===== config.mk =====
export PLATFORM = sky130hd
export DESIGN_NAME = console_line_editor_core
export DESIGN_NICKNAME = d
export VERILOG_FILES = /design/src/cle_pkg.sv /design/src/console_line_editor_core.sv /design/src/cle_line_store.sv
export SDC_FILE = /design/constraint.sdc
export NUM_CORES = 1
export LEC_CHECK = 0
export ABC_AREA = 1
export BUFFER_PORTS_ARGS = -buffer_cell sky130_fd_sc_hd__buf_2
export CAP_MARGIN = 10
export CORE_MARGIN = 5
export CORE_UTILIZATION = 49
export DETAILED_ROUTE_END_ITERATION = 7
export GPL_TIMING_DRIVEN = 0
export HOLD_SLACK_MARGIN = 0.02
export PLACE_DENSITY_LB_ADDON = 0.12
export SETUP_SLACK_MARGIN = 0.4
export SYNTH_ARGS = -nofsm -noshare
export SYNTH_HDL_FRONTEND = slang
export SYNTH_SLANG_ARGS = --single-unit

===== constraint.sdc =====
create_clock -name clock -period 3.4 [get_ports clock]
set_input_delay 0.85 -clock clock [delete_from_list [all_inputs] [get_ports clock]]
set_output_delay 0.85 -clock clock [all_outputs]
set_load 0.03 [all_outputs]

===== src/cle_pkg.sv =====
// Shared definitions for the console line editor: result kinds, control
// characters, the default line length and the echo byte selection.
// No dependencies; used by cle_line_store and console_line_editor_core.
package cle_pkg;

   localparam int LINE_LENGTH_DEF = 32;

   localparam logic [1:0] KIND_ECHO = 2'd0;
   localparam logic [1:0] KIND_CHAR = 2'd1;
   localparam logic [1:0] KIND_END  = 2'd2;

   localparam logic [7:0] CH_BS    = 8'h08;
   localparam logic [7:0] CH_DEL   = 8'h7F;
   localparam logic [7:0] CH_CR    = 8'h0D;
   localparam logic [7:0] CH_LF    = 8'h0A;
   localparam logic [7:0] CH_SP    = 8'h20;
   localparam logic [7:0] CH_TILDE = 8'h7E;
   localparam logic [7:0] CH_LT    = 8'h3C;
   localparam logic [7:0] CH_GT    = 8'h3E;

   // Echo step numbers shared by the sequencer and the byte selection.
   localparam logic [2:0] STEP_BS   = 3'd0;
   localparam logic [2:0] STEP_CHAR = 3'd1;
   localparam logic [2:0] STEP_HI   = 3'd2;
   localparam logic [2:0] STEP_LO   = 3'd3;
   localparam logic [2:0] STEP_GT   = 3'd4;

   function automatic logic [7:0] hex_digit(input logic [3:0] nib);
      logic [7:0] d;
      if (nib < 4'd10) begin
         d = 8'h30 + {4'h0, nib};
      end else begin
         d = 8'h37 + {4'h0, nib};
      end
      return d;
   endfunction

   // Byte shown at one step of an echo sequence. An erase walks BS, SP, BS;
   // a typed byte walks an optional BS, then itself or its bracketed hex form.
   function automatic logic [7:0] echo_byte(input logic erase, input logic hex,
                                            input logic [2:0] step,
                                            input logic [7:0] c);
      logic [7:0] b;
      if (erase) begin
         b = (step == STEP_CHAR) ? CH_SP : CH_BS;
      end else begin
         unique case (step)
            STEP_BS:   b = CH_BS;
            STEP_CHAR: b = hex ? CH_LT : c;
            STEP_HI:   b = hex_digit(c[7:4]);
            STEP_LO:   b = hex_digit(c[3:0]);
            default:   b = CH_GT;
         endcase
      end
      return b;
   endfunction

endpackage


===== src/console_line_editor_core.sv =====
// Top level of the console line editor: sequencer, fill count and the shared
// step counter. Depends on cle_pkg and cle_line_store.
//
//   channel | direction | ports                               | contents
//   req     | in        | req_tvalid/tready/tdata             | console byte
//   rsp     | out       | rsp_tvalid/tready/tdata/tuser/tlast | echo, line chars, line end
//   csr     | in        | csr_we/csr_wdata                    | echo enable
//
// One word is taken in a cycle when the block is idle; the next word is taken
// once every result of the previous one has been delivered, so a word with
// results holds the input until its last result word has been accepted.
// A line end gives fill_count + 1 result words whether or not echo is on; with
// echo on an erase of a non-empty line gives three and a typed byte one to five,
// with echo off neither gives any. Each line character and echo byte is paced
// by one step of the shared step counter and its stop compare, one word per
// cycle while rsp_tready is high. A word with no result leaves the block idle.
// Reset is synchronous and clears the sequencer, fill count and echo enable;
// the line store needs no clearing. A stalled result simply holds.
module console_line_editor_core #(
   parameter int LINE_LENGTH = cle_pkg::LINE_LENGTH_DEF
) (
   input  logic       clock,
   input  logic       reset,
   input  logic       req_tvalid,
   output logic       req_tready,
   input  logic [7:0] req_tdata,   // [7:0] char_in
   output logic       rsp_tvalid,
   input  logic       rsp_tready,
   output logic [7:0] rsp_tdata,   // [7:0] data_byte
   output logic [1:0] rsp_tuser,   // [1:0] kind
   output logic       rsp_tlast,   // last
   input  logic       csr_we,
   input  logic       csr_wdata    // echo_enable
);

   localparam int AW = $clog2(LINE_LENGTH);
   localparam int CW = (AW > 3) ? AW : 3;
   localparam logic [AW-1:0] FILL_MAX = AW'(LINE_LENGTH - 1);

   typedef enum logic [3:0] {
      ST_IDLE = 4'b0001,
      ST_LINE = 4'b0010,
      ST_END  = 4'b0100,
      ST_ECHO = 4'b1000
   } state_type;

   state_type     state_ff, state_in;
   logic [AW-1:0] fill_ff, fill_in;
   logic [CW-1:0] cnt_ff, cnt_in;     // shared step counter
   logic [CW-1:0] stop_ff, stop_in;   // step at which the sequence ends
   logic          echo_ff;
   logic          erase_ff, erase_in;
   logic          hex_ff, hex_in;
   logic [7:0]    char_ff, char_in;

   logic          req_acc, rsp_acc, at_stop;
   logic          is_eol, is_erase, printable, overflow;
   logic          st_wr_en;
   logic [7:0]    st_rd_data;

   assign req_tready = (state_ff == ST_IDLE);
   assign req_acc    = req_tvalid && req_tready;
   assign rsp_acc    = rsp_tvalid && rsp_tready;

   // The stop compare of the sequencer, shared by line readout and echo steps.
   assign at_stop = (cnt_ff == stop_ff);

   assign is_eol    = (req_tdata == cle_pkg::CH_CR) || (req_tdata == cle_pkg::CH_LF);
   assign is_erase  = (req_tdata == cle_pkg::CH_BS) || (req_tdata == cle_pkg::CH_DEL);
   assign printable = (req_tdata >= cle_pkg::CH_SP) && (req_tdata <= cle_pkg::CH_TILDE);
   assign overflow  = (fill_ff >= FILL_MAX);

   // A typed byte lands in the store only while the line has room; once full,
   // it is not written and the line stays the same.
   assign st_wr_en = req_acc && !is_eol && !is_erase && !overflow;

   always_comb begin
      state_in = state_ff;
      fill_in  = fill_ff;
      cnt_in   = cnt_ff;
      stop_in  = stop_ff;
      erase_in = erase_ff;
      hex_in   = hex_ff;
      char_in  = char_ff;
      unique case (state_ff)
         ST_IDLE: begin
            if (req_acc) begin
               char_in = req_tdata;
               priority if (is_eol) begin
                  // The line is streamed out whether or not echo is on.
                  fill_in = '0;
                  cnt_in  = '0;
                  stop_in = CW'(fill_ff - AW'(1));
                  if (fill_ff == '0) begin
                     state_in = ST_END;
                  end else begin
                     state_in = ST_LINE;
                  end
               end else if (is_erase) begin
                  if (fill_ff != '0) begin
                     fill_in  = fill_ff - AW'(1);
                     erase_in = 1'b1;
                     hex_in   = 1'b0;
                     cnt_in   = CW'(cle_pkg::STEP_BS);
                     stop_in  = CW'(cle_pkg::STEP_HI);
                     if (echo_ff) begin
                        state_in = ST_ECHO;
                     end
                  end
               end else begin
                  if (!overflow) begin
                     fill_in = fill_ff + AW'(1);
                  end
                  erase_in = 1'b0;
                  hex_in   = !printable;
                  // An overflowing byte's echo opens with a backspace.
                  cnt_in   = overflow ? CW'(cle_pkg::STEP_BS) : CW'(cle_pkg::STEP_CHAR);
                  stop_in  = printable ? CW'(cle_pkg::STEP_CHAR) : CW'(cle_pkg::STEP_GT);
                  if (echo_ff) begin
                     state_in = ST_ECHO;
                  end
               end
            end
         end
         ST_LINE: begin
            if (rsp_acc) begin
               if (at_stop) begin
                  state_in = ST_END;
               end else begin
                  cnt_in = cnt_ff + CW'(1);
               end
            end
         end
         ST_END: begin
            if (rsp_acc) begin
               state_in = ST_IDLE;
            end
         end
         ST_ECHO: begin
            if (rsp_acc) begin
               if (at_stop) begin
                  state_in = ST_IDLE;
               end else begin
                  cnt_in = cnt_ff + CW'(1);
               end
            end
         end
         default: begin
            state_in = ST_IDLE;
         end
      endcase
   end

   always_ff @(posedge clock) begin
      if (reset) begin
         state_ff <= ST_IDLE;
         fill_ff  <= '0;
         echo_ff  <= 1'b0;
      end else begin
         state_ff <= state_in;
         fill_ff  <= fill_in;
         if (csr_we) begin
            echo_ff <= csr_wdata;
         end
      end
   end

   always_ff @(posedge clock) begin
      cnt_ff   <= cnt_in;
      stop_ff  <= stop_in;
      erase_ff <= erase_in;
      hex_ff   <= hex_in;
      char_ff  <= char_in;
   end

   // The store is read at the next counter value, so its registered output
   // always holds the character at the current step during line readout.
   cle_line_store #(
      .LINE_LENGTH (LINE_LENGTH),
      .AW          (AW)
   ) u_store (
      .clock   (clock),
      .wr_en   (st_wr_en),
      .wr_addr (fill_ff),
      .wr_data (req_tdata),
      .rd_addr (cnt_in[AW-1:0]),
      .rd_data (st_rd_data)
   );

   always_comb begin
      rsp_tvalid = 1'b0;
      rsp_tdata  = 8'h00;
      rsp_tuser  = cle_pkg::KIND_ECHO;
      rsp_tlast  = 1'b0;
      unique case (state_ff)
         ST_LINE: begin
            rsp_tvalid = 1'b1;
            rsp_tdata  = st_rd_data;
            rsp_tuser  = cle_pkg::KIND_CHAR;
         end
         ST_END: begin
            rsp_tvalid = 1'b1;
            rsp_tuser  = cle_pkg::KIND_END;
            rsp_tlast  = 1'b1;
         end
         ST_ECHO: begin
            rsp_tvalid = 1'b1;
            rsp_tdata  = cle_pkg::echo_byte(erase_ff, hex_ff, cnt_ff[2:0], char_ff);
            rsp_tuser  = cle_pkg::KIND_ECHO;
            rsp_tlast  = at_stop;
         end
         default: begin
            rsp_tvalid = 1'b0;
         end
      endcase
   end

   // After the final word of an input has gone, the block is free again.
   a_last_frees: assert property (@(posedge clock) disable iff (reset)
      rsp_tvalid && rsp_tready && rsp_tlast |=> req_tready)
      else $error("block not idle after last result word");

   // A line end always yields at least its marker word.
   a_eol_result: assert property (@(posedge clock) disable iff (reset)
      req_tvalid && req_tready && (req_tdata == cle_pkg::CH_CR || req_tdata == cle_pkg::CH_LF)
      |=> rsp_tvalid)
      else $error("line end produced no result");

   // The held line never exceeds its capacity.
   a_fill_bound: assert property (@(posedge clock) disable iff (reset)
      fill_ff <= FILL_MAX)
      else $error("fill count beyond line capacity");

   // The step counter never runs past the stop step during readout.
   a_cnt_bound: assert property (@(posedge clock) disable iff (reset)
      (state_ff == ST_LINE || state_ff == ST_ECHO) |-> cnt_ff <= stop_ff)
      else $error("step counter passed its stop value");

endmodule


===== src/cle_line_store.sv =====
// Line store of the console line editor: one write port, one registered
// read port. Depends on cle_pkg for its default depth.
module cle_line_store #(
   parameter int LINE_LENGTH = cle_pkg::LINE_LENGTH_DEF,
   parameter int AW          = $clog2(LINE_LENGTH)
) (
   input  logic          clock,
   input  logic          wr_en,
   input  logic [AW-1:0] wr_addr,
   input  logic [7:0]    wr_data,
   input  logic [AW-1:0] rd_addr,
   output logic [7:0]    rd_data
);

   logic [7:0] mem [LINE_LENGTH];
   logic [7:0] rd_data_ff;

   always_ff @(posedge clock) begin
      if (wr_en) begin
         mem[wr_addr] <= wr_data;
      end
   end

   always_ff @(posedge clock) begin
      rd_data_ff <= mem[rd_addr];
   end

   assign rd_data = rd_data_ff;

endmodule

# After elaboration in Yosys (flattened, before gate mapping)
# Memory sizes are Yosys's and may differ from the RTL's. A register that Yosys moved wholly into a read port is not among the register bits.
# Cells that the tools add are included.
# op_classes
addsub	7
n_mul	0
n_div	0
n_lt_le_gt_ge	5
eq_ne	22
shift	0
n_mux	43
bitwise	1
n_reduce_logical	22
# op_table
cell	n
$mux W5	13
$mux W4	10
$pmux W8 S4	1
$add A6 B4 Y7 const A	4
$eq A8 B4 Y1 const B	3
$mux W8	2
$pmux W4 S4	1
$pmux W8 S2	1
$mux W7	2
$add A5 B1 Y5 const B	2
$ne A2 B2 Y1 const B	5
$pmux W5 S2	1
$eq A8 B7 Y1 const B	1
$ge A8 B6 Y1 const B	1
$le A8 B7 Y1 const B	1
$lt A4 B4 Y1 const B	2
$reduce_and A4 Y1	2
$mux W1	7
$reduce_and A7 Y1	1
$eq A3 B2 Y1 const B	2
$logic_and A1 B1 Y1	6
$mux W3	2
$mux W6	1
$eq A5 B5 Y1	1
23 further kinds	28
# word_totals
ff_bits	30
latch_bits	0
ramBits	256
romBits	0
inputBits	14
out_inout_bits	13
word_cells	109
memories	1
# memory_table
name	depth	word_bits	rd	rd_ports_with_merged_regs	wr	line	source
u_store.mem	32	8	1	1	1	cle_line_store.sv:15	logic [7:0] mem [LINE_LENGTH];

# Longest topological paths before layout
# depth
ltp_word	8
mapped_depth	19
mapped_depth_nobuf	17

# Hierarchy
# Synthesis repeated with hierarchy kept, for this count alone.
# hier_totals
hier_cells	1251
hier_area_um2	13107.6
# modules_own_cells
mod	instances	cells_per_inst	area_each_um2	seq_area_each_um2
cle_line_store	1	922	10786.6	7847.5
console_line_editor_core	1	329	2321.0	750.7

# Worst setup path after synthesis
# Ideal clock, no wire load.
# synth_path
path_kind	input to register
startpoint	input req_tvalid
endpoint	memory u_store.mem[27][0], enable pin
setup_time_ns	0.370
t_arrival_ns	2.579
required_time_ns	3.030
slack_ns	0.451
path_stages	10
n_path_buf	2
cell_sequence	inv_1 -> nor2_1 -> inv_2 -> nor2_1 -> nand2_1 -> buf_2 -> buf_2 -> inv_1 -> nand2_1 -> nor2_1
# synth_between
elab_chain_len	6
# synth_rtl
element	line	source
from (decl)	console_line_editor_core.sv:24	input logic req_tvalid,
$logic_and A1 B1 Y1	console_line_editor_core.sv:62	assign req_acc = req_tvalid && req_tready;
$logic_and A1 B1 Y1 (3 in series)	console_line_editor_core.sv:75	assign st_wr_en = req_acc && !is_eol && !is_erase && !overflow;
$mux W1	cle_line_store.sv:19	if (wr_en) begin
$mux W1 (implied by the code)	cle_line_store.sv:20	mem[wr_addr] <= wr_data;
to (decl)	cle_line_store.sv:15	
# Every way passes these cells.

# Worst setup path after layout
# layout_path
startpoint	register cnt_ff[0]
endpoint	output rsp_tdata[6]
# layout_between
elab_chain_len	4
elab_cells_between_ends	7
cone_classes	3 x eq/ne; 3 x mux; 1 x reduce/logical
# layout_rtl
element	line	source
from (decl)	console_line_editor_core.sv:49	logic [CW-1:0] cnt_ff, cnt_in;
from (signal assigned)	console_line_editor_core.sv:169	cnt_ff <= cnt_in;
$eq A3 B2 Y1, or another cell as far along	cle_pkg.sv:47	unique case (step)
$pmux W8 S4 (*)	cle_pkg.sv:47	
$mux W8 (*)	cle_pkg.sv:44	if (erase) begin
$pmux W8 S2 (*)	console_line_editor_core.sv:195	unique case (state_ff)
to (decl)	console_line_editor_core.sv:29	output logic [7:0] rsp_tdata,
# Every way passes the cells marked *; elsewhere a longest branch is shown, timed or not.

==> insert_results.sql <==
INSERT INTO impl_metrics (metric_group, metric, value, unit) VALUES
('pwr', 'ir_drop', '473', 'µV'),
('placed_design', 'pre_cts_slack', '-1280', 'ps'),
('clocking', 'clock_tree_from_tritoncts', 'done', ''),
('clocking', 'cts_hold_buffers', '0', ''),
('yosys', 'flip_flop_and_latch_count_after_synthesis', '294', ''),
('final_layout', 'final_nets', '1611', ''),
('clocking', 'clock_transition_at_the_registers_of_the_reported_paths', '60', 'ps'),
('floorplan', 'io-pin-count', '27', ''),
('floorplan', 'floorplan_row_count', '62', ''),
('final_layout', 'util_after_layout', '0.594', ''),
('pwr', 'power_density', '741', 'nW/µm²'),
('global_route', 'grt_pass1_wl', '63.3', 'mm'),
('setup_path', 'start_kind', 'flop', ''),
('setup_path', 'critPathKind', 'flop to primary output', ''),
('timing', 'timing.final.ws_setup', '451', 'ps'),
('yosys', 'synthCells', '1480', ''),
('clocking', 'root_buffer', 'sky130_fd_sc_hd__clkbuf_16', ''),
('setup_path', 'r2r_start', 'fill_ff[1]', ''),
('routing', 'drtPass1Iterations', '6', ''),
('yosys', 'synth.avg_cell_area', '9.60', 'µm²'),
('timing', 'timing.setup.tns', '0', 'ps'),
('setup_path', 'worstReg2RegEnd', 'u_store.rd_data[3]', ''),
('final_layout', 'area_growth_syn_to_layout', '20.1', '%'),
('timing', 'finalClockSkew', '15.3', 'ps'),
('global_route', 'grt_antenna_before_repair', '0', ''),
('clocking', 'cts_buffer_depth', '3', ''),
('routing', 'postRouteAntennaNets', '0', ''),
('outcome', 'run_status', 'finished, final reports clean', ''),
('clocking', 'cts_num_sinks', '294', ''),
('setup_path', 'path_cells', 'ha_4 -> ha_4 -> inv_2 -> nor2_2 -> inv_2 -> o21ai_2 -> a21oi_1 -> o31ai_1 -> buf_4', ''),
('placed_design', 'finalWeightedCongestion', '0.953', ''),
('routing', 'post_drt_via_cell_ratio', '5.61', ''),
('clocking', 'cts_max_level', '1', ''),
('global_route', 'grt_pass1_vias', '10506', ''),
('routing', 'dr.first_iter.drc_count', '1069', ''),
('clocking', 'cts_made_buffers', '31', ''),
('timing', 'setup-violations-final', '0', ''),
('floorplan', 'core_area', '28700', 'µm²'),
('timing', 'max_slew.worst_pin.slew', '594', 'ps'),
('floorplan', 'chipWidth', '180', 'µm'),
('setup_path', 'timing.critical_path.fanout_max', '6', ''),
('placed_design', 'hpwlAfterDp', '27.8', 'mm'),
('setup_path', 'worst_path_largest_cell_delay', '410', 'ps'),
('setup_path', 'crit_path_arrival_time', '2100', 'ps'),
('floorplan', 'dieArea', '32500', 'µm²'),
('timing', 'fin_crit_sh', '0.867', ''),
('timing', 'finalWorstPathRequiredPeriod', '2950', 'ps'),
('floorplan', 'die-height', '180', 'µm'),
('setup_path', 'critical-path-slowest-cell', 'sky130_fd_sc_hd__dfxtp_4', ''),
('floorplan', 'floorplan.initialDensity', '0.495', ''),
('routing', 'num_vias', '11185', ''),
('timing', 'slew_headroom', '0.603', ''),
('setup_path', 'timing.critical_path.to', 'rsp_tdata[6]', ''),
('yosys', 'post_synth_instance_area', '14200', 'µm²'),
('timing', 'fmax', '0.339', 'GHz'),
('placed_design', 'total_instance_count_after_detailed_placement', '1890', ''),
('run', 'drv_cap', '0', ''),
('global_route', 'grt_max_degree', '38', ''),
('setup_path', 'critical_path.endpoint_type', 'primary output', ''),
('setup_path', 'worst_setup_path_startpoint', 'cnt_ff[0]', ''),
('setup_path', 'critical_path_required', '2550', 'ps'),
('global_route', 'grt.overflow.total', '0', ''),
('routing', 'routed_wl_per_cell', '21.1', 'µm'),
('placed_design', 'io_buffer_count', '26', ''),
('pwr', 'power_leakage', '0.00719', 'µW'),
('routing', 'route.final.wire_length', '42.0', 'mm'),
('routing', 'route.detailed.drc', '0', ''),
('clocking', 'insertion_delay', '560', 'ps'),
('worst_hold_path', 'worstHoldPathType', 'input port to flop', ''),
('timing', 'finalHoldViolations', '0', ''),
('final_layout', 'post_layout_nonfiller_instances', '1992', ''),
('setup_path', 'r2r.worst_path.cells', '17', ''),
('final_layout', 'post_route_cells_drive_above_1_share', '0.190', ''),
('yosys', 'synth_fp_nets', '1507', ''),
('yosys', 'yosys_warnings', '0', ''),
('final_layout', 'antennaDiodeCount', '0', ''),
('yosys', 'yosys.cell_types.count', '38', ''),
('global_route', 'globalRouteTotalUtil', '0.252', ''),
('timing', 'grt_setup_unrepaired', 'yes', ''),
('setup_path', 'reg2reg_setup_slack', '520', 'ps'),
('yosys', 'ys_seq_area_frac', '0.605', ''),
('timing', 'max_slew_violation_count', '0', '');
[cells in the mapped netlist (all sizes together)]
library cell	count	area [µm²]
inv	317	1190
nand3b	1	7.51
nor3	7	35.0
dfxtp	23	460
nand4	128	801
buf	76	432
clkbuf	5	18.8
a21oi	18	90.1
a211oi	5	37.5
o21bai	2	18.8
o21ai	26	138
clkinv	1	3.75
o211ai	3	22.5
a22o	1	8.76
xnor2	3	26.3
a32o	1	10.0
ha	13	163
nand3	251	1290
o2111a	1	11.3
o22ai	3	18.8
o311ai	1	8.76
edfxtp	271	8140
xor2	5	43.8
nor2	73	289
nand2	240	913
a31oi	3	18.8
o31ai	2	15.0
[layout by cell type, fill, tap and decap left out, types with 7 or more instances in the layout]
master / instances
sky130_fd_sc_hd__clkbuf_4: 8
sky130_fd_sc_hd__ha_1: 7
sky130_fd_sc_hd__edfxtp_1: 271
sky130_fd_sc_hd__nor2_1: 30
sky130_fd_sc_hd__buf_12: 22
sky130_fd_sc_hd__a21oi_1: 16
sky130_fd_sc_hd__dfxtp_1: 20
sky130_fd_sc_hd__nand4_1: 128
sky130_fd_sc_hd__o21ai_0: 19
sky130_fd_sc_hd__inv_2: 15
sky130_fd_sc_hd__nor2_2: 9
sky130_fd_sc_hd__buf_4: 50
sky130_fd_sc_hd__nand2_1: 222
sky130_fd_sc_hd__nand3_1: 244
sky130_fd_sc_hd__clkbuf_16: 32
sky130_fd_sc_hd__nor2_4: 34
sky130_fd_sc_hd__nand2_2: 10
sky130_fd_sc_hd__buf_2: 57
sky130_fd_sc_hd__inv_1: 298
[per-stage QoR]
| stage | total power, µW | hold WS, ps | instance area (µm²) |
|---|---|---|---|
| 2_1_floorplan | 7240 | 493 | 14200 |
| 3_3_place_gp | 8620 | 518 | 14800 |
| 3_5_place_dp | 8670 | 515 | 14800 |
| 4_1_cts | 12300 | 465 | 16700 |
| 5_1_grt | 13200 | 479 | 17100 |
| 6_report | 12600 | 472 | 17100 |
[sequential cells by signal (all words and copies together) (netlist names)]
register and cells:
char_ff 8, erase_ff 1, cnt_ff 5, state_ff 4, stop_ff 5, echo_ff 1, hex_ff 1, fill_ff 5
u_store.mem 256, u_store.rd_data 8
[power breakdown]
group          total, µW  internal (µW)  switching (µW)  leakage (µW)
Clock               3370           1930            1430      0.000497
Combinational       4940           1580            3370       0.00406
Sequential          4320           4200             128       0.00264
[area by class of cell]
class | count | area [µm²]
Multi-Input combinational cell | 787 | 4440
Clock inverter | 18 | 153
Sequential cell | 294 | 8610
Timing Repair Buffer | 71 | 802
Buffer | 81 | 510
Fill cell | 2436 | 11600
Inverter | 318 | 1210
Tap cell | 384 | 480
Clock buffer | 39 | 857
[layer usage]
metal | GRT usage | wire length (µm)
met3 | 0.0424 | 3570
met2 | 0.398 | 19300
met4 | 0.0868 | 1370
met1 | 0.356 | 17800
met5 | 0 | 0
[critical path: cells and delay by family, from the launching register on]
| kind | cells | cell delay, ps |
|---|---|---|
| adders and majority gates | 2 | 320 |
| and+or+nand+nor | 1 | 110 |
| buffers and inverters | 3 | 300 |
| DFF | 1 | 410 |
| AOI/OAI and AO/OA | 3 | 390 |
[logic make-up (layout without fill, tap and decap cells)]
| logic type | Yosys count | after routing | synth area share |
|---|---|---|---|
| AND/OR/NAND/NOR | 700 | 700 | 0.235 |
| XOR/XNOR | 8 | 8 | 0.00493 |
| adder cells (fa/ha/maj) | 13 | 13 | 0.0114 |
| AO/OA/AOI/OAI | 66 | 66 | 0.0280 |
| buffers and inverters | 399 | 527 | 0.116 |
| flip-flops | 294 | 294 | 0.605 |
[worst min-delay path by stage]
| stage | slack, ps | to | cells after the start | from |
|---|---|---|---|---|
| after floorplan | 490 | state_ff[1] | 2 | state_ff[1] |
| after global placement | 520 | state_ff[1] | 2 | state_ff[1] |
| after detailed placement | 520 | state_ff[1] | 2 | state_ff[1] |
| after CTS | 470 | echo_ff | 2 | csr_we |
| after global routing | 480 | echo_ff | 2 | csr_we |
| final | 470 | echo_ff | 2 | csr_we |
[what timing repair did]
item | CTS | global route
pin swaps | 22 | 9
resized for setup | 128 | 73
hold endpoints to repair | 0 | 0
buffers inserted | 28 | 17
setup endpoints to repair | 270 | 216
gates cloned | 0 | 0
No activity file was read; power rests on OpenSTA's default activity.
